<file path="src/rtl/core/ffcc_pkg.sv">
// ----------------------------------------------------------------------------
// ffcc_pkg
// Shared types, constants and helpers of the FAT free-cluster counter.
// ----------------------------------------------------------------------------
package ffcc_pkg;

	localparam int unsigned CfgIdxW  = 3;
	localparam int unsigned CfgDataW = 16;

	// Entry index saturates here
	localparam logic [16:0] POS_MAX = 17'h1FFFF;
	// Largest cluster count that still uses 12-bit entries
	localparam logic [15:0] FAT12_LIMIT = 16'd4084;
	// Root directory entries are 32 bytes
	localparam int unsigned DIR_ENTRY_LOG2 = 5;
	localparam logic [3:0]  SECTOR_LOG2_MIN = 4'd9;
	localparam logic [3:0]  SECTOR_LOG2_MAX = 4'd12;
	localparam logic [15:0] TALLY_MAX = 16'hFFFF;

	typedef enum logic [CfgIdxW-1:0] {
		CFG_SECTOR_LOG2  = 3'd0,
		CFG_CLUSTER_LOG2 = 3'd1,
		CFG_RESERVED     = 3'd2,
		CFG_FAT_COPIES   = 3'd3,
		CFG_FAT_SECTORS  = 3'd4,
		CFG_ROOT_LIMIT   = 3'd5,
		CFG_VOL_SECTORS  = 3'd6
	} cfg_idx_t;

	typedef enum logic [1:0] {
		PH_EMPTY = 2'd0,
		PH_ONE   = 2'd1,
		PH_TWO   = 2'd2
	} phase_t;

	typedef struct packed {
		logic [3:0]  sector_bytes_log2;
		logic [2:0]  cluster_sectors_log2;
		logic [15:0] reserved_count;
		logic [7:0]  fat_copies;
		logic [15:0] fat_sectors;
		logic [15:0] root_entry_limit;
		logic [15:0] volume_sectors;
	} cfg_t;

	typedef struct packed {
		logic [15:0] clusters;
		logic        twelve_bit;
	} geom_t;

	function automatic logic [3:0] clamp_sl(input logic [3:0] raw);
		logic [3:0] res;
		res = raw;
		if (raw < SECTOR_LOG2_MIN) res = SECTOR_LOG2_MIN;
		if (raw > SECTOR_LOG2_MAX) res = SECTOR_LOG2_MAX;
		return res;
	endfunction

endpackage

</file>
<file path="src/rtl/core/ffcc_geom.sv">
// ----------------------------------------------------------------------------
// ffcc_geom
// Two-stage volume geometry: data cluster count and FAT entry width.
// ----------------------------------------------------------------------------
module ffcc_geom (
	input  logic           clk,
	input  logic           arst_n,
	input  ffcc_pkg::cfg_t cfg,
	output ffcc_pkg::geom_t geom
);

	logic [3:0]  sl;
	logic [21:0] root_mask;
	logic [21:0] root_bytes;
	logic [21:0] root_shift;
	logic [23:0] prod_q;
	logic [16:0] rsv_root_q;
	logic [24:0] used;
	logic [15:0] area_secs;
	logic [15:0] clusters;
	logic [15:0] clusters_q;
	logic        twelve_q;

	// first stage: FAT area, and reserved plus root directory sectors (rounded up)
	always_comb begin
		sl         = ffcc_pkg::clamp_sl(cfg.sector_bytes_log2);
		root_mask  = (22'd1 << sl) - 22'd1;
		root_bytes = {1'b0, cfg.root_entry_limit, 5'b0} + root_mask;
		root_shift = root_bytes >> sl;
	end

	always_ff @(posedge clk or negedge arst_n) begin
		if (!arst_n) begin
			prod_q     <= '0;
			rsv_root_q <= '0;
		end else begin
			prod_q     <= cfg.fat_copies * cfg.fat_sectors;
			rsv_root_q <= {1'b0, cfg.reserved_count} + {4'b0, root_shift[12:0]};
		end
	end

	// second stage: data area, clamped at zero, then scaled to clusters
	always_comb begin
		used = {1'b0, prod_q} + {8'b0, rsv_root_q};
		if (used >= {9'b0, cfg.volume_sectors}) begin
			area_secs = '0;
		end else begin
			area_secs = cfg.volume_sectors - used[15:0];
		end
		clusters = area_secs >> cfg.cluster_sectors_log2;
	end

	always_ff @(posedge clk or negedge arst_n) begin
		if (!arst_n) begin
			clusters_q <= '0;
			twelve_q   <= 1'b1;
		end else begin
			clusters_q <= clusters;
			twelve_q   <= (clusters <= ffcc_pkg::FAT12_LIMIT);
		end
	end

	assign geom.clusters   = clusters_q;
	assign geom.twelve_bit = twelve_q;

endmodule

</file>
<file path="src/rtl/core/ffcc_tally.sv">
// ----------------------------------------------------------------------------
// ffcc_tally
// Unpacks FAT12/FAT16 entries from the byte stream and counts free ones.
// ----------------------------------------------------------------------------
module ffcc_tally (
	input  logic            clk,
	input  logic            arst_n,
	input  logic            take,
	input  logic [7:0]      table_byte,
	input  logic            final_byte,
	input  ffcc_pkg::geom_t geom,
	output logic [15:0]     tally_next
);

	ffcc_pkg::phase_t phase_q, phase_d;
	logic [7:0]  first_q, first_d;
	logic [7:0]  second_q, second_d;
	logic [16:0] pos_q, pos_d;
	logic [15:0] tally_q;
	logic [16:0] pos_b, pos_c;
	logic [16:0] limit;
	logic        range_a, range_b;
	logic        hit_a, hit_b;
	logic [15:0] tally_a;

	always_comb begin
		pos_b   = (pos_q == ffcc_pkg::POS_MAX) ? pos_q : pos_q + 17'd1;
		pos_c   = (pos_b == ffcc_pkg::POS_MAX) ? pos_b : pos_b + 17'd1;
		limit   = {1'b0, geom.clusters} + 17'd2;
		range_a = (pos_q >= 17'd2) && (pos_q < limit);
		range_b = (pos_b >= 17'd2) && (pos_b < limit);

		phase_d  = phase_q;
		first_d  = first_q;
		second_d = second_q;
		pos_d    = pos_q;
		hit_a    = 1'b0;
		hit_b    = 1'b0;

		if (geom.twelve_bit) begin
			case (phase_q)
				ffcc_pkg::PH_EMPTY: begin
					first_d = table_byte;
					phase_d = ffcc_pkg::PH_ONE;
				end
				ffcc_pkg::PH_ONE: begin
					second_d = table_byte;
					phase_d  = ffcc_pkg::PH_TWO;
				end
				default: begin
					// group complete: two 12-bit entries
					hit_a   = (first_q == 8'd0) && (second_q[3:0] == 4'd0) && range_a;
					hit_b   = (second_q[7:4] == 4'd0) && (table_byte == 8'd0) && range_b;
					pos_d   = pos_c;
					phase_d = ffcc_pkg::PH_EMPTY;
				end
			endcase
		end else begin
			case (phase_q)
				ffcc_pkg::PH_EMPTY: begin
					first_d = table_byte;
					phase_d = ffcc_pkg::PH_ONE;
				end
				default: begin
					hit_a   = (first_q == 8'd0) && (table_byte == 8'd0) && range_a;
					pos_d   = pos_b;
					phase_d = ffcc_pkg::PH_EMPTY;
				end
			endcase
		end

		tally_a    = (hit_a && tally_q != ffcc_pkg::TALLY_MAX) ? tally_q + 16'd1 : tally_q;
		tally_next = (hit_b && tally_a != ffcc_pkg::TALLY_MAX) ? tally_a + 16'd1 : tally_a;
	end

	always_ff @(posedge clk or negedge arst_n) begin
		if (!arst_n) begin
			phase_q  <= ffcc_pkg::PH_EMPTY;
			first_q  <= '0;
			second_q <= '0;
			pos_q    <= '0;
			tally_q  <= '0;
		end else if (take) begin
			if (final_byte) begin
				phase_q  <= ffcc_pkg::PH_EMPTY;
				first_q  <= '0;
				second_q <= '0;
				pos_q    <= '0;
				tally_q  <= '0;
			end else begin
				phase_q  <= phase_d;
				first_q  <= first_d;
				second_q <= second_d;
				pos_q    <= pos_d;
				tally_q  <= tally_next;
			end
		end
	end

endmodule

</file>
<file path="src/rtl/core/fat_free_cluster_counter_unit.sv">
// Path: a final byte passes the input register, then the second stage, then the counter
// update into the result register, where out_valid rises.
// Throughput: one byte per cycle while in_stall is low.
// The result register lets bytes other than a final byte keep flowing while a result waits.
// Reset: asynchronous, active low; counters clear and config registers load
// their defaults (512-byte sectors, 1440 KB floppy geometry).
// ----------------------------------------------------------------------------
// fat_free_cluster_counter_unit
// Counts free clusters in a streamed FAT12/FAT16 table and reports the
// volume's free space, cluster count, table width and size.
// ----------------------------------------------------------------------------
module fat_free_cluster_counter_unit (
	input  logic        clk,
	input  logic        arst_n,
	input  logic        cfg_write,
	input  logic [2:0]  cfg_index,
	input  logic [15:0] cfg_data,
	input  logic        in_valid,
	output logic        in_stall,
	input  logic [7:0]  table_byte,
	input  logic        final_byte,
	output logic        out_valid,
	input  logic        out_stall,
	output logic [15:0] free_clusters,
	output logic [34:0] free_bytes,
	output logic [15:0] cluster_count,
	output logic        twelve_bit_table,
	output logic [27:0] disk_bytes
);

	ffcc_pkg::cfg_t  cfg_q;
	ffcc_pkg::geom_t geom;

	logic       v_s1, last_s1;
	logic [7:0] byte_s1;
	logic       v_s2, last_s2;
	logic [7:0] byte_s2;
	logic       out_free, s2_move, en1, take;
	logic [15:0] tally_next;
	logic [3:0]  sl;
	logic [4:0]  shift_total;

	logic        out_valid_q;
	logic [15:0] free_clusters_q;
	logic [34:0] free_bytes_q;
	logic [15:0] cluster_count_q;
	logic        twelve_q;
	logic [27:0] disk_bytes_q;

	always_ff @(posedge clk or negedge arst_n) begin
		if (!arst_n) begin
			cfg_q.sector_bytes_log2    <= 4'd9;
			cfg_q.cluster_sectors_log2 <= 3'd0;
			cfg_q.reserved_count       <= 16'd1;
			cfg_q.fat_copies           <= 8'd2;
			cfg_q.fat_sectors          <= 16'd9;
			cfg_q.root_entry_limit     <= 16'd224;
			cfg_q.volume_sectors       <= 16'd2880;
		end else if (cfg_write) begin
			case (ffcc_pkg::cfg_idx_t'(cfg_index))
				ffcc_pkg::CFG_SECTOR_LOG2:  cfg_q.sector_bytes_log2    <= cfg_data[3:0];
				ffcc_pkg::CFG_CLUSTER_LOG2: cfg_q.cluster_sectors_log2 <= cfg_data[2:0];
				ffcc_pkg::CFG_RESERVED:     cfg_q.reserved_count       <= cfg_data;
				ffcc_pkg::CFG_FAT_COPIES:   cfg_q.fat_copies           <= cfg_data[7:0];
				ffcc_pkg::CFG_FAT_SECTORS:  cfg_q.fat_sectors          <= cfg_data;
				ffcc_pkg::CFG_ROOT_LIMIT:   cfg_q.root_entry_limit     <= cfg_data;
				ffcc_pkg::CFG_VOL_SECTORS:  cfg_q.volume_sectors       <= cfg_data;
				default: ;
			endcase
		end
	end

	ffcc_geom u_geom (
		.clk    (clk),
		.arst_n (arst_n),
		.cfg    (cfg_q),
		.geom   (geom)
	);

	// Only a final byte needs the result register; other bytes wait only behind a held final byte.
	assign out_free = !out_valid_q || !out_stall;
	assign s2_move  = !v_s2 || !last_s2 || out_free;
	assign en1      = !v_s1 || s2_move;
	assign in_stall = !en1;
	assign take     = v_s2 && s2_move;

	always_ff @(posedge clk or negedge arst_n) begin
		if (!arst_n) begin
			v_s1 <= 1'b0;
			v_s2 <= 1'b0;
		end else begin
			if (en1) v_s1 <= in_valid;
			if (s2_move) v_s2 <= v_s1;
		end
	end

	always_ff @(posedge clk) begin
		if (en1) begin
			byte_s1 <= table_byte;
			last_s1 <= final_byte;
		end
		if (s2_move) begin
			byte_s2 <= byte_s1;
			last_s2 <= last_s1;
		end
	end

	ffcc_tally u_tally (
		.clk        (clk),
		.arst_n     (arst_n),
		.take       (take),
		.table_byte (byte_s2),
		.final_byte (last_s2),
		.geom       (geom),
		.tally_next (tally_next)
	);

	assign sl          = ffcc_pkg::clamp_sl(cfg_q.sector_bytes_log2);
	assign shift_total = {1'b0, sl} + {2'b0, cfg_q.cluster_sectors_log2};

	always_ff @(posedge clk or negedge arst_n) begin
		if (!arst_n) begin
			out_valid_q <= 1'b0;
		end else if (take && last_s2) begin
			out_valid_q <= 1'b1;
		end else if (!out_stall) begin
			out_valid_q <= 1'b0;
		end
	end

	always_ff @(posedge clk) begin
		if (take && last_s2) begin
			free_clusters_q <= tally_next;
			free_bytes_q    <= {19'b0, tally_next} << shift_total;
			cluster_count_q <= geom.clusters;
			twelve_q        <= geom.twelve_bit;
			disk_bytes_q    <= {12'b0, cfg_q.volume_sectors} << sl;
		end
	end

	assign out_valid        = out_valid_q;
	assign free_clusters    = free_clusters_q;
	assign free_bytes       = free_bytes_q;
	assign cluster_count    = cluster_count_q;
	assign twelve_bit_table = twelve_q;
	assign disk_bytes       = disk_bytes_q;

endmodule

</file>
<file path="config.mk">
export PLATFORM = sky130hd
export DESIGN_NAME = fat_free_cluster_counter_unit
export DESIGN_NICKNAME = d
export VERILOG_FILES = /design/src/rtl/core/ffcc_pkg.sv /design/src/rtl/core/ffcc_geom.sv /design/src/rtl/core/ffcc_tally.sv /design/src/rtl/core/fat_free_cluster_counter_unit.sv
export SDC_FILE = /design/constraint.sdc
export NUM_CORES = 1
export LEC_CHECK = 0
export BUFFER_PORTS_ARGS = -buffer_cell sky130_fd_sc_hd__buf_4
export CAP_MARGIN = 20
export CORE_UTILIZATION = 55
export CTS_CLUSTER_SIZE = 8
export DETAILED_ROUTE_END_ITERATION = 10
export PLACE_DENSITY = 0.73
export SLEW_MARGIN = 20
export SYNTH_ARGS = -nofsm -noshare
export SYNTH_HDL_FRONTEND = slang
export SYNTH_HIERARCHICAL = 1
export SYNTH_SLANG_ARGS = --single-unit
</file>
<file path="constraint.sdc">
create_clock -name clk -period 7.2 [get_ports clk]
set_input_delay 0.72 -clock clk [delete_from_list [all_inputs] [get_ports clk]]
set_output_delay 0.72 -clock clk [all_outputs]
set_load 0.01 [all_outputs]
</file>
==> Word level (Yosys, flattened, before mapping) <==
Index checks and enable logic that the tools add are counted.
{ "classes": {"n_addsub": 11, "mul": 1, "magnitude_cmp": 8, "n_eq_ne": 14, "shifts": 5, "muxes": 28, "n_reduce_logical": 42} }
{ "op_table": {"columns": ["op", "n"], "rows": [
  ["2-to-1 mux 17 bit", 6],
  ["2-to-1 mux 16 bit", 4],
  ["2-to-1 mux 8 bit", 5],
  ["<< shifter 16 x 5 -> 35 bit", 1],
  ["adder 17 x 1 -> 17 bit, second input constant", 2],
  ["equality test 17 bit, second input constant", 2],
  ["greater-or-equal comparator 17 x 2 -> 1 bit, second input constant", 2],
  ["< comparator 17 bit", 2],
  ["adder 16 x 1 -> 16 bit, second input constant", 2],
  ["!= test 16 bit, second input constant", 2],
  ["<< shifter 16 x 4 -> 28 bit", 1],
  ["adder 24 x 17 -> 25 bit", 1],
  ["greater-or-equal comparator 25 x 16 -> 1 bit", 1],
  ["multiplier 8 x 16 -> 24 bit", 1],
  ["adder 21 x 22 -> 22 bit", 1],
  ["<< shifter 1 x 4 -> 22 bit, first input constant", 1],
  ["right shift 22 x 4 -> 13 bit", 1],
  ["subtractor 22 x 1 -> 22 bit, second input constant", 1],
  ["adder 16 x 13 -> 17 bit", 1],
  ["adder 16 x 2 -> 17 bit, second input constant", 1],
  ["<= comparator 16 x 12 -> 1 bit, second input constant", 1],
  ["zero test 8 bit", 2],
  ["AND reduction 2 bit", 8],
  ["right shift 16 x 3 -> 16 bit", 1],
  ["23 further kinds", 59]
]} }
{ "totals": {"register_bits": 305, "output_inout_bits": 98} }

==> Depth between registers and ports, before layout <==
Gate-level depths: netlist of run 1.
{ "depth": {"depth_word": 12, "ltp_mapped": 29} }

==> By module <==
The synthesis of run 1 kept the hierarchy.
{ "by_module_without_submodules": {"columns": ["module", "instances", "cells_per_inst", "area_each_um2", "seq_area_each_um2"], "rows": [
  ["ffcc_geom", 1, 1279, 10595.2, 1452.6],
  ["fat_free_cluster_counter_unit", 1, 572, 8508.2, 5491.5],
  ["ffcc_tally", 1, 707, 5589.1, 1276.2]
]} }

==> Worst setup path before layout of run 1 <==
Ideal clock, no wire load.
{ "synth_path": {"path_kind": "reg-to-reg", "startpoint": "register u_geom.clusters_q[4]", "endpoint": "register free_bytes_q[29], in the netlist free_bytes[29], data pin", "t_arrival_ns": 5.891, "required_time_ns": 6.932, "path_slack_ns": 1.040, "stages_incl_launch_ff": 23, "cell_sequence": "dfrtp_1 nand4_4 nor3_1 nand3_1 ha_1 a211oi_1 o2111a_1 or4b_2 clkbuf_1 nor3_4 clkbuf_1 nand2_1 nand2_1 ha_1 nand3_1 o21bai_1 o211ai_1 nor4_1 mux2_2 mux4_2 or3_1 o221ai_1 o22ai_1"} }
{ "synth_via": {"elab_chain_len": 12, "word_cells_on_any_way": 20} }
{ "synth_lines": {"columns": ["element", "line", "source"], "rows": [
  ["start: declaration", "ffcc_geom.sv:21", "logic [15:0] clusters_q;"],
  ["start signal: assignment", "ffcc_geom.sv:58", "clusters_q <= clusters;"],
  ["adder 16 x 2 -> 17 bit (*)", "ffcc_tally.sv:29", "limit = {1'b0, geom.clusters} + 17'd2;"],
  ["parallel branches: the longest is 9 deep, another holds < comparator 17 bit", null, null],
  ["2-to-1 mux 16 bit (*)", "ffcc_tally.sv:73", "tally_next = (hit_b && tally_a != ffcc_pkg::TALLY_MAX) ? tally_a + 16'd1 : tally_a;"],
  ["net tally_next[12]", "fat_free_cluster_counter_unit.sv:39", "logic [15:0] tally_next;"],
  ["<< shifter 16 x 5 -> 35 bit (*)", "fat_free_cluster_counter_unit.sv:134", "free_bytes_q <= {19'b0, tally_next} << shift_total;"],
  ["end signal: assignment", "fat_free_cluster_counter_unit.sv:134", null],
  ["end: declaration", "fat_free_cluster_counter_unit.sv:45", "logic [34:0] free_bytes_q;"]
]} }
Mark *: on every way through the listed nets, which the timed path passes.
A chain may end at the register's enable or synchronous reset.

==> Worst setup path after layout of run 1 <==
{ "layout_path": {"startpoint": "register u_tally.pos_q[1]", "endpoint": "register free_bytes_q[24], in the netlist free_bytes[24], data pin"} }
{ "layout_via": {"elab_chain_len": 11, "word_cells_on_any_way": 24} }
{ "layout_lines": {"columns": ["element", "line", "source"], "rows": [
  ["start: declaration", "ffcc_tally.sv:18", "logic [16:0] pos_q, pos_d;"],
  ["start signal: assignment", "ffcc_tally.sv:94", "pos_q <= pos_d;"],
  ["parallel branches: the longest is 9 deep, another holds adder 17 x 1 -> 17 bit", null, null],
  ["2-to-1 mux 16 bit (*)", "ffcc_tally.sv:73", null],
  ["net tally_next[1]", "fat_free_cluster_counter_unit.sv:39", null],
  ["<< shifter 16 x 5 -> 35 bit (*)", "fat_free_cluster_counter_unit.sv:134", null]
]} }
Marks and branches as above.

==> flow_summary_export.csv, run 1 <==
group,metric,value,unit
routing,antenna_left,0,
routing,drc_errors,0,
clock_tree,cts.htree.levels,2,
synth,synth_edf_count,114,
sta,min_period_over_period,95.0,%
sta,fmax,146,MHz
floorplan,start_util,55.8,%
critical_path,cp_max_fo,13,
clock_tree,clockBufferDepth,3,
synth,ys_ff_latch,305,
pwr,worst_ir_drop_vdd,0.368,mV
placed_design,place_area,26200,um^2
critical_path,critPathArrivalTime,7120,ps
routing,avgRoutedWirePerCell,19.0,um
floorplan,die_w,214,um
critical_path,worstSetupStartpointType,"register",
routing,initialDrtViolationCount,1392,
clock_tree,cts.sinks,305,
job,max_cap_violations,0,
sta,maxSlewHeadroom,30.1,%
floorplan,ios,131,
global_routing,grt_first_pass_wirelength,99900,um
pwr,p_leak,0.0122,uW
sta,fin_crit,6840,ps
clock_tree,cts_buffers,45,
synth,avgSynthCellArea,9.65,um^2
synth,synth_cells,2558,
synth,yosysWarnings,6,
synth,async_flop_share,62.6,%
final_layout,area_growth,11.6,%
synth,synth_top_area_cell,"dfrtp_1",
global_routing,grt_use_total,27.5,%
outcome,status,"complete, no violations",
clock_tree,hold_buffers,0,
sta,hold_viol_final,0,
sta,rsz0062_at_grt,"no",
final_layout,final_common_cell,"nand2_1",
synth,synth-seq-area-share,33.3,%
floorplan,fp.coreArea,44200,um^2
critical_path,required,7480,ps
sta,fin_skew,30.5,ps
routing,via_per_inst,6.04,
synth,synth_area,24700,um^2
synth,synth_area_leaders,"dfrtp_1 18%, edfxtp_1 14%, ha_1 8.8%",
placed_design,placedCellCount,3219,
sta,hold-worst-slack,189,ps
sta,setup_viol,0,
critical_path,end_kind,"register",
final_layout,finalNonFillerCells,3303,
clock_tree,cts_tree,"built",
floorplan,rows,77,
final_layout,antenna_cells,0,
synth,synth_top_area_share,17.9,%
pwr,powerDensity,526,nW/um^2
routing,first_pass_iters,6,
clock_tree,ctsResizeCount,0,
final_layout,post-route-util,62.3,%
final_layout,fin_area,27600,um^2
clock_tree,post_cts_buffers,0,
sta,final_max_slew_viol_count,0,
sta,fin_tns_setup,0,ps
clock_tree,path_clk_slew,50,ps
final_layout,mostFrequentLayoutCells,"232 x nand2_1, 227 x inv_1, 177 x dfrtp_1",
placed_design,detailed_place_hpwl,47000,um
floorplan,dieArea,45700,um^2
floorplan,fp.dieH,214,um
min_path,hold_class,"input port to asynchronous set/reset pin",
global_routing,grt_start_max_net_pins,98,
routing,routed_wl,62800,um
placed_design,gp_congestion,0.935,
final_layout,fin_nets,2970,
routing,num_vias,19900,
global_routing,grt_pass1_vias,19500,
final_layout,final_layout_size_suffix_gt1_share,14.6,%
global_routing,grt_overflow,0,
sta,tightest_slew,1050,ps
clock_tree,cts_root_buf,"clkbuf_16",
clock_tree,clk_latency,570,ps
synth,synth_top_flop_cell,"dfrtp_1",
global_routing,grt_antenna_before_repair,0,
placed_design,numPortBuffers,130,
critical_path,crit_type,"register to register",
synth,synth.distinct_cells,124,
metrics by stage:
step | setup slack [ps] | power [uW]
finish | 358 | 14500
global route | 35.6 | 15700
CTS | 194 | 14400
detailed placement | 245 | 12300
global placement | 364 | 12000
floorplan | 1040 | 10400
worst max-delay path, stage by stage (launching register included):
cell      delay [ps]
dfrtp_1          550
ha_1             390
and2_1           290
a21boi_0         120
nor3_1           450
inv_1            270
ha_1             380
a21o_1           160
a21o_1           170
a221oi_1         430
a221oi_1         100
a31o_2           270
o21ai_1          410
nand2_1          350
a41oi_4          530
mux2_2           450
mux4_1           600
nand2_1          130
nor2_1            40
a211oi_1         320
a21oi_1          120
logic make-up after synthesis:
family | after synthesis | share of synthesized area (%)
AND/OR/NAND/NOR | 790 | 16.3
XOR/XNOR | 115 | 4.14
flip-flops | 305 | 33.3
AO/OA/AOI/OAI | 576 | 16.4
buffers and inverters | 333 | 5.56
multiplexers | 173 | 8.29
adder cells (fa/ha/maj) | 263 | 16.0
other | 3 | 0.0456
flip-flops by register name, indices dropped and copies added (netlist names), 2 cells and up:
signal and flops:
u_tally/phase_q 2, u_geom/prod_q 24, free_clusters 16, disk_bytes 28
u_tally/tally_q 16, u_tally/first_q 8, u_tally/second_q 8, u_geom/rsv_root_q 17
free_bytes 35, cluster_count 16, byte_s2 8, cfg_q 79
u_tally/pos_q 17, u_geom/clusters_q 16, byte_s1 8
cell usage after synthesis (12+ instances only):
cell type	n
o211ai_1	12
a211oi_1	27
and2_1	70
nor3b_1	12
nor2_1	160
o21a_1	23
xnor2_1	78
ha_1	174
edfxtp_1	114
xor2_1	35
dfstp_2	14
nor4_1	28
nor2b_1	20
a22o_1	20
nand2_1	232
mux2i_1	50
nand3_1	56
or3_1	22
nand4_1	34
dfrtp_1	177
and3_1	19
a21o_1	36
mux2_2	108
o31ai_1	20
o21bai_1	14
nor3_1	60
o22ai_1	12
inv_1	227
a21oi_1	123
nand2b_1	17
buf_2	23
a31oi_1	24
o21ai_0	104
a22oi_1	17
clkbuf_1	60
fa_1	88
worst paths after layout:
check                                        startpoint                            to  slack (ps)  cells after the start
max                        u_tally/pos_q[1]$_DFFE_PN0P_      free_bytes[24]$_DFFE_PP_         360                     20
min                                              arst_n  u_tally/pos_q[3]$_DFFE_PN0P_         190                      1
max reg2reg                u_tally/pos_q[1]$_DFFE_PN0P_      free_bytes[24]$_DFFE_PP_         360                     20
min reg2reg                        byte_s1[5]$_DFFE_PN_          byte_s2[5]$_DFFE_PP_         390                      0
max in group asynchronous                        arst_n         cfg_q[77]$_DFFE_PN0P_        5690                      2
min in group clk                          table_byte[1]          byte_s1[1]$_DFFE_PN_         330                      1
cell type report:
type	count	area (um^2)
Fill cell	3595	16700
Multi-Input combinational cell	1944	15200
Sequential cell	305	8220
Clock buffer	81	1310
Timing Repair Buffer	150	1140
Inverter	229	860
Tap cell	592	741
Clock inverter	2	46.3
power by group:
group / switching, uW / internal (uW)
registers: 368 / 2240
clock network: 765 / 1250
logic: 5600 / 4260
per-layer routing:
layer  up-vias  share of wire (%)  wire [um]  track usage (%)
met5         -                  0          0                0
met4         0                3.6       2240             11.6
met3       134                5.2       3250             2.96
met2       649                 49      30600             46.9
met1      9738                 43      26700             35.5
li1       9424                  -          -                -
(Power assumes the default switching activity.)
==> run 2, diff against run 1 <==
Settings changed: ABC_AREA from default to 1.
==> flow_summary_export.csv, run 2 <==
group,metric,value,unit
floorplan,ios,131,
clock_tree,cts.htree.levels,2,
sta,tightest_slew,1030,ps
final_layout,multi_input_area,13800,um^2
placed_design,place_area,25700,um^2
synth,synth-seq-area-share,33.8,%
routing,antenna_left,0,
pwr,powerDensity,393,nW/um^2
sta,min_period_over_period,89.5,%
synth,synth_most_common_cell,"nand2_1",
critical_path,crit_type,"register to register",
critical_path,rrSetupSlack,760,ps
final_layout,largest_register_ffs,79,
synth,synth_cells,3221,
final_layout,final_layout_size_suffix_gt1_share,9.09,%
synth,synth_top_area_cell,"dfrtp_1",
placed_design,gp_congestion,0.933,
sta,hold-worst-slack,77.8,ps
floorplan,start_util,56.1,%
job,max_cap_violations,0,
final_layout,seqCellArea,8220,um^2
final_layout,fin_area,27000,um^2
synth,synth_edf_count,114,
final_layout,largest_register,"cfg_q",
clock_tree,cts_root_buf,"clkbuf_16",
final_layout,fin_nets,3628,
synth,synth_top_flop_cell,"dfrtp_1",
sta,hold_viol_final,0,
synth,async_flop_share,62.6,%
floorplan,dieArea,45100,um^2
final_layout,final_common_cell,"nand2_1",
clock_tree,cts.sinks,305,
critical_path,required,7650,ps
global_routing,grt_pass1_vias,20700,
synth,yosysWarnings,6,
global_routing,grt_antenna_before_repair,1,
sta,fmax,155,MHz
floorplan,fp.coreArea,43400,um^2
floorplan,fp.dieH,212,um
critical_path,crit_top_cell,"nand2_1",
routing,drc_errors,0,
placed_design,numPortBuffers,130,
synth,synth.distinct_cells,63,
synth,ys_ff_latch,305,
global_routing,grt_use_total,28.3,%
sta,fin_skew,19.6,ps
sta,maxSlewHeadroom,31.3,%
routing,via_per_inst,5.34,
placed_design,detailed_place_hpwl,48700,um
clock_tree,cts_tree,"built",
critical_path,worstSetupStartpointType,"register",
pwr,worst_ir_drop_vdd,0.215,mV
sta,fin_tns_setup,0,ps
floorplan,die_w,212,um
sta,fin_crit,6440,ps
global_routing,grt_overflow,0,
synth,synth_area_leaders,"dfrtp_1 18%, nand2_1 15%, edfxtp_1 14%",
clock_tree,cts_buffers,44,
critical_path,worst_path_max_delay_cell,"dfrtp_1",
pwr,p_leak,0.0140,uW
sta,setup_viol,0,
routing,num_vias,21100,
synth,synth_top_cells_by_count,"962 x nand2_1, 510 x inv_1, 178 x o21ai_0",
clock_tree,clockBufferDepth,3,
critical_path,reg2reg_depth,34,
routing,routed_wl,62200,um
clock_tree,path_clk_slew,50,ps
clock_tree,clk_latency,570,ps
clock_tree,ctsResizeCount,0,
critical_path,reg2reg_to,"u_geom/rsv_root_q[14]$_DFF_PN0_",
routing,initialDrtViolationCount,1362,
final_layout,antenna_cells,0,
routing,first_pass_iters,5,
routing,avgRoutedWirePerCell,15.7,um
critical_path,critPathArrivalTime,6890,ps
clock_tree,post_cts_buffers,0,
sta,final_max_slew_viol_count,0,
final_layout,fill_cells,3923,
sta,rsz0062_at_grt,"no",
floorplan,rows,76,
critical_path,cp_max_fo,13,
global_routing,grt_start_max_net_pins,77,
final_layout,area_growth,11.2,%
outcome,status,"complete, no violations",
min_path,hold_class,"input port to asynchronous set/reset pin",
critical_path,end_kind,"register",
clock_tree,hold_buffers,0,
critical_path,critPathMaxStageDelay,450,ps
global_routing,grt_first_pass_wirelength,102000,um
synth,synth_top_area_share,18.2,%
synth,avgSynthCellArea,7.55,um^2
final_layout,mostFrequentLayoutCells,"962 x nand2_1, 510 x inv_1, 178 x o21ai_0",
critical_path,regToRegStartpoint,"cfg_q[77]$_DFFE_PN0P_",
synth,synth_area,24300,um^2
-- run 2: worst max-delay path, delay by kind of cell, from the launching register on --
kind                     cells  cell delay, ps
AO/OA/AOI/OAI               14            2620
XOR/XNOR                     1             140
adder cells (fa/ha/maj)      3             950
buffers and inverters        4             470
flip-flops                   1             450
AND/OR/NAND/NOR             12            1680
-- run 2: cells by family (layout without fill, tap and decap cells) --
family	after synthesis	count (layout)	share of synthesized area, %
and+or+nand+nor	1522	1522	26.9
other	3	27	0.0463
xor gates and xnor gates	104	104	3.78
AOI/OAI and AO/OA	398	398	9.01
adders and majority gates	262	262	16.2
muxes	6	6	0.247
DFF	305	305	33.8
buffers and inverters	621	744	10.0
-- run 2: power by group --
group          leakage [uW]  total (uW)  internal [uW]  switching [uW]
Combinational       0.00984        6110           2200            3900
Clock              0.000626        1960           1200             756
Sequential          0.00352        2570           2210             362
-- run 2: cell type report --
type	count	area share (%)
Sequential cell	305	30.4
Timing Repair Buffer	136	3.80
Clock inverter	1	0.0601
Multi-Input combinational cell	2319	50.9
Inverter	527	7.32
Tap cell	585	2.71
Clock buffer	80	4.80
-- run 2: through the flow --
stage | instances | power (uW) | utilization, % | worst slack [ps]
floorplan | 3245 | 7180 | - | 1240
global placement | 3872 | 8500 | 59.3 | 1090
detailed placement | 3872 | 8650 | 59.3 | 910
CTS | 3953 | 10700 | 62.4 | 844
global route | 3953 | 11600 | 62.4 | 52.5
finish | 3953 | 10600 | 62.4 | 755
-- run 2: metal layers --
| layer | wire length, um | part of all wire [%] | vias up | global-route usage, % |
|---|---|---|---|---|
| met2 | 30300 | 49 | 564 | 49.3 |
| met5 | 0 | 0 | - | 0 |
| met4 | 2370 | 3.8 | 0 | 12.2 |
| met3 | 2800 | 4.5 | 135 | 3.43 |
| li1 | - | - | 10500 | - |
| met1 | 26700 | 43 | 9929 | 35.5 |
-- run 2: worst max-delay path by stage --
stage,startpoint,endpoint,cells after the start
2_1_floorplan,out_stall,cluster_count[0]$_DFFE_PP_,1
3_3_place_gp,cfg_q[77]$_DFFE_PN0P_,u_geom/rsv_root_q[14]$_DFF_PN0_,35
3_5_place_dp,cfg_q[77]$_DFFE_PN0P_,u_geom/rsv_root_q[14]$_DFF_PN0_,34
4_1_cts,cfg_q[77]$_DFFE_PN0P_,u_geom/rsv_root_q[14]$_DFF_PN0_,34
5_1_grt,cfg_q[77]$_DFFE_PN0P_,u_geom/rsv_root_q[14]$_DFF_PN0_,35
6_report,cfg_q[77]$_DFFE_PN0P_,u_geom/rsv_root_q[14]$_DFF_PN0_,34
==> run 3, diff against run 2 <==
Settings changed: CORE_UTILIZATION 55 to 63, PLACE_DENSITY 0.73 to 0.82.
==> flow_summary_export.csv, run 3 (synthesized netlist as in run 2, its figures left out) <==
group,metric,value,unit
sta,fin_tns_setup,0,ps
pwr,worst_ir_drop_vdd,0.230,mV
sta,hold_viol_final,0,
clock_tree,ctsResizeCount,0,
critical_path,crit_type,"register to register",
clock_tree,cts.sinks,305,
routing,antenna_left,0,
clock_tree,cts_root_buf,"clkbuf_16",
sta,maxSlewHeadroom,29.8,%
pwr,powerDensity,395,nW/um^2
floorplan,fp.coreArea,37800,um^2
clock_tree,post_cts_buffers,0,
critical_path,worstSetupStartpointType,"register",
floorplan,rows,71,
global_routing,grt_start_max_net_pins,81,
sta,fin_crit,6350,ps
routing,drc_errors,0,
global_routing,grt_pass1_vias,21000,
clock_tree,cts_tree,"built",
clock_tree,clk_latency,570,ps
sta,setup_viol,0,
job,max_cap_violations,0,
floorplan,dieArea,39400,um^2
final_layout,fill_cells,3072,
sta,rsz0062_at_grt,"no",
global_routing,use_met1,40.1,%
critical_path,worst_path_max_delay_cell,"dfrtp_1",
outcome,status,"complete, no violations",
sta,hold-worst-slack,145,ps
floorplan,ios,131,
floorplan,fp.dieH,199,um
placed_design,gp_congestion,0.936,
sta,final_max_slew_viol_count,0,
final_layout,seqCellArea,8220,um^2
global_routing,use_met2,58.2,%
global_routing,grt_overflow,0,
min_path,hold_class,"input port to asynchronous set/reset pin",
critical_path,required,7630,ps
routing,first_pass_iters,8,
final_layout,antenna_cells,0,
critical_path,critPathMaxStageDelay,450,ps
final_layout,final_common_cell,"nand2_1",
floorplan,die_w,199,um
critical_path,crit_top_cell,"nand2_1",
placed_design,detailed_place_hpwl,48600,um
global_routing,gr-max-usage-layer,"met2",
floorplan,start_util,64.3,%
global_routing,grt_use_total,32.6,%
clock_tree,cts_buffers,44,
sta,fmax,157,MHz
final_layout,fin_nets,3627,
final_layout,final_layout_size_suffix_gt1_share,9.01,%
final_layout,area_growth,10.5,%
global_routing,grt_first_pass_wirelength,103000,um
final_layout,largest_register,"cfg_q",
final_layout,post-route-util,71.0,%
final_layout,fin_area,26900,um^2
routing,avgRoutedWirePerCell,16.2,um
clock_tree,path_clk_slew,60,ps
routing,initialDrtViolationCount,1539,
global_routing,grt_antenna_before_repair,0,
final_layout,multi_input_area,13800,um^2
pwr,p_leak,0.0140,uW
critical_path,end_kind,"register",
critical_path,cp_max_fo,13,
critical_path,critPathArrivalTime,6780,ps
sta,min_period_over_period,88.2,%
clock_tree,hold_buffers,0,
routing,via_per_inst,5.55,
sta,fin_skew,28.9,ps
placed_design,numPortBuffers,130,
final_layout,mostFrequentLayoutCells,"962 x nand2_1, 510 x inv_1, 178 x o21ai_0",
final_layout,largest_register_ffs,79,
routing,num_vias,21500,
global_routing,gr-usage-met3,3.85,%
clock_tree,cts.htree.levels,2,
sta,tightest_slew,1050,ps
routing,routed_wl,62900,um
placed_design,place_area,25600,um^2
clock_tree,clockBufferDepth,3,
## run 3: path summary, 6_finish.rpt
path	from	endpoint	slack, ps	cells after the start
min reg2reg	byte_s1[4]$_DFFE_PN_	byte_s2[4]$_DFFE_PP_	410	0
max	cfg_q[77]$_DFFE_PN0P_	u_geom/rsv_root_q[14]$_DFF_PN0_	850	34
max in group asynchronous	arst_n	u_tally/tally_q[6]$_DFFE_PN0P_	5720	2
max reg2reg	cfg_q[77]$_DFFE_PN0P_	u_geom/rsv_root_q[14]$_DFF_PN0_	850	34
min in group clk	final_byte	last_s1$_DFFE_PN_	330	1
min	arst_n	u_tally/pos_q[1]$_DFFE_PN0P_	150	1
## run 3: layer usage
| metal | vias up | part of all wire, % |
|---|---|---|
| li1 | 10500 | - |
| met1 | 10100 | 42 |
| met2 | 744 | 50 |
| met3 | 144 | 5.1 |
| met4 | 0 | 3.4 |
| met5 | - | 0 |
## run 3: worst max-delay path, delay by kind of cell, from the launching register on
family	cells	cell delay [ps]
AO/OA/AOI/OAI	14	2550
AND/OR/NAND/NOR	12	1680
adder cells (fa/ha/maj)	3	960
flip-flops	1	450
buffers and inverters	4	430
XOR/XNOR	1	140
## run 3: metrics by stage
stage	cells	worst slack (ps)	total power, uW
final	3873	848	10600
after global routing	3873	155	11600
after CTS	3873	867	10600
after detailed placement	3797	1010	8670
after global placement	3797	1210	8470
after floorplan	3245	1240	7180
## run 3: report_power, final
part	switching [uW]	total, uW	internal [uW]
combinational	3930	6130	2210
clock	767	1910	1140
sequential	373	2590	2210
## run 3: final cells by class
cell class / instances / share of cell area (%)
Clock inverter: 3 / 0.112
Clock buffer: 73 / 4.54
Sequential cell: 305 / 30.6
Multi-Input combinational cell: 2319 / 51.2
Tap cell: 511 / 2.38
Timing Repair Buffer: 135 / 3.79
Inverter: 527 / 7.37
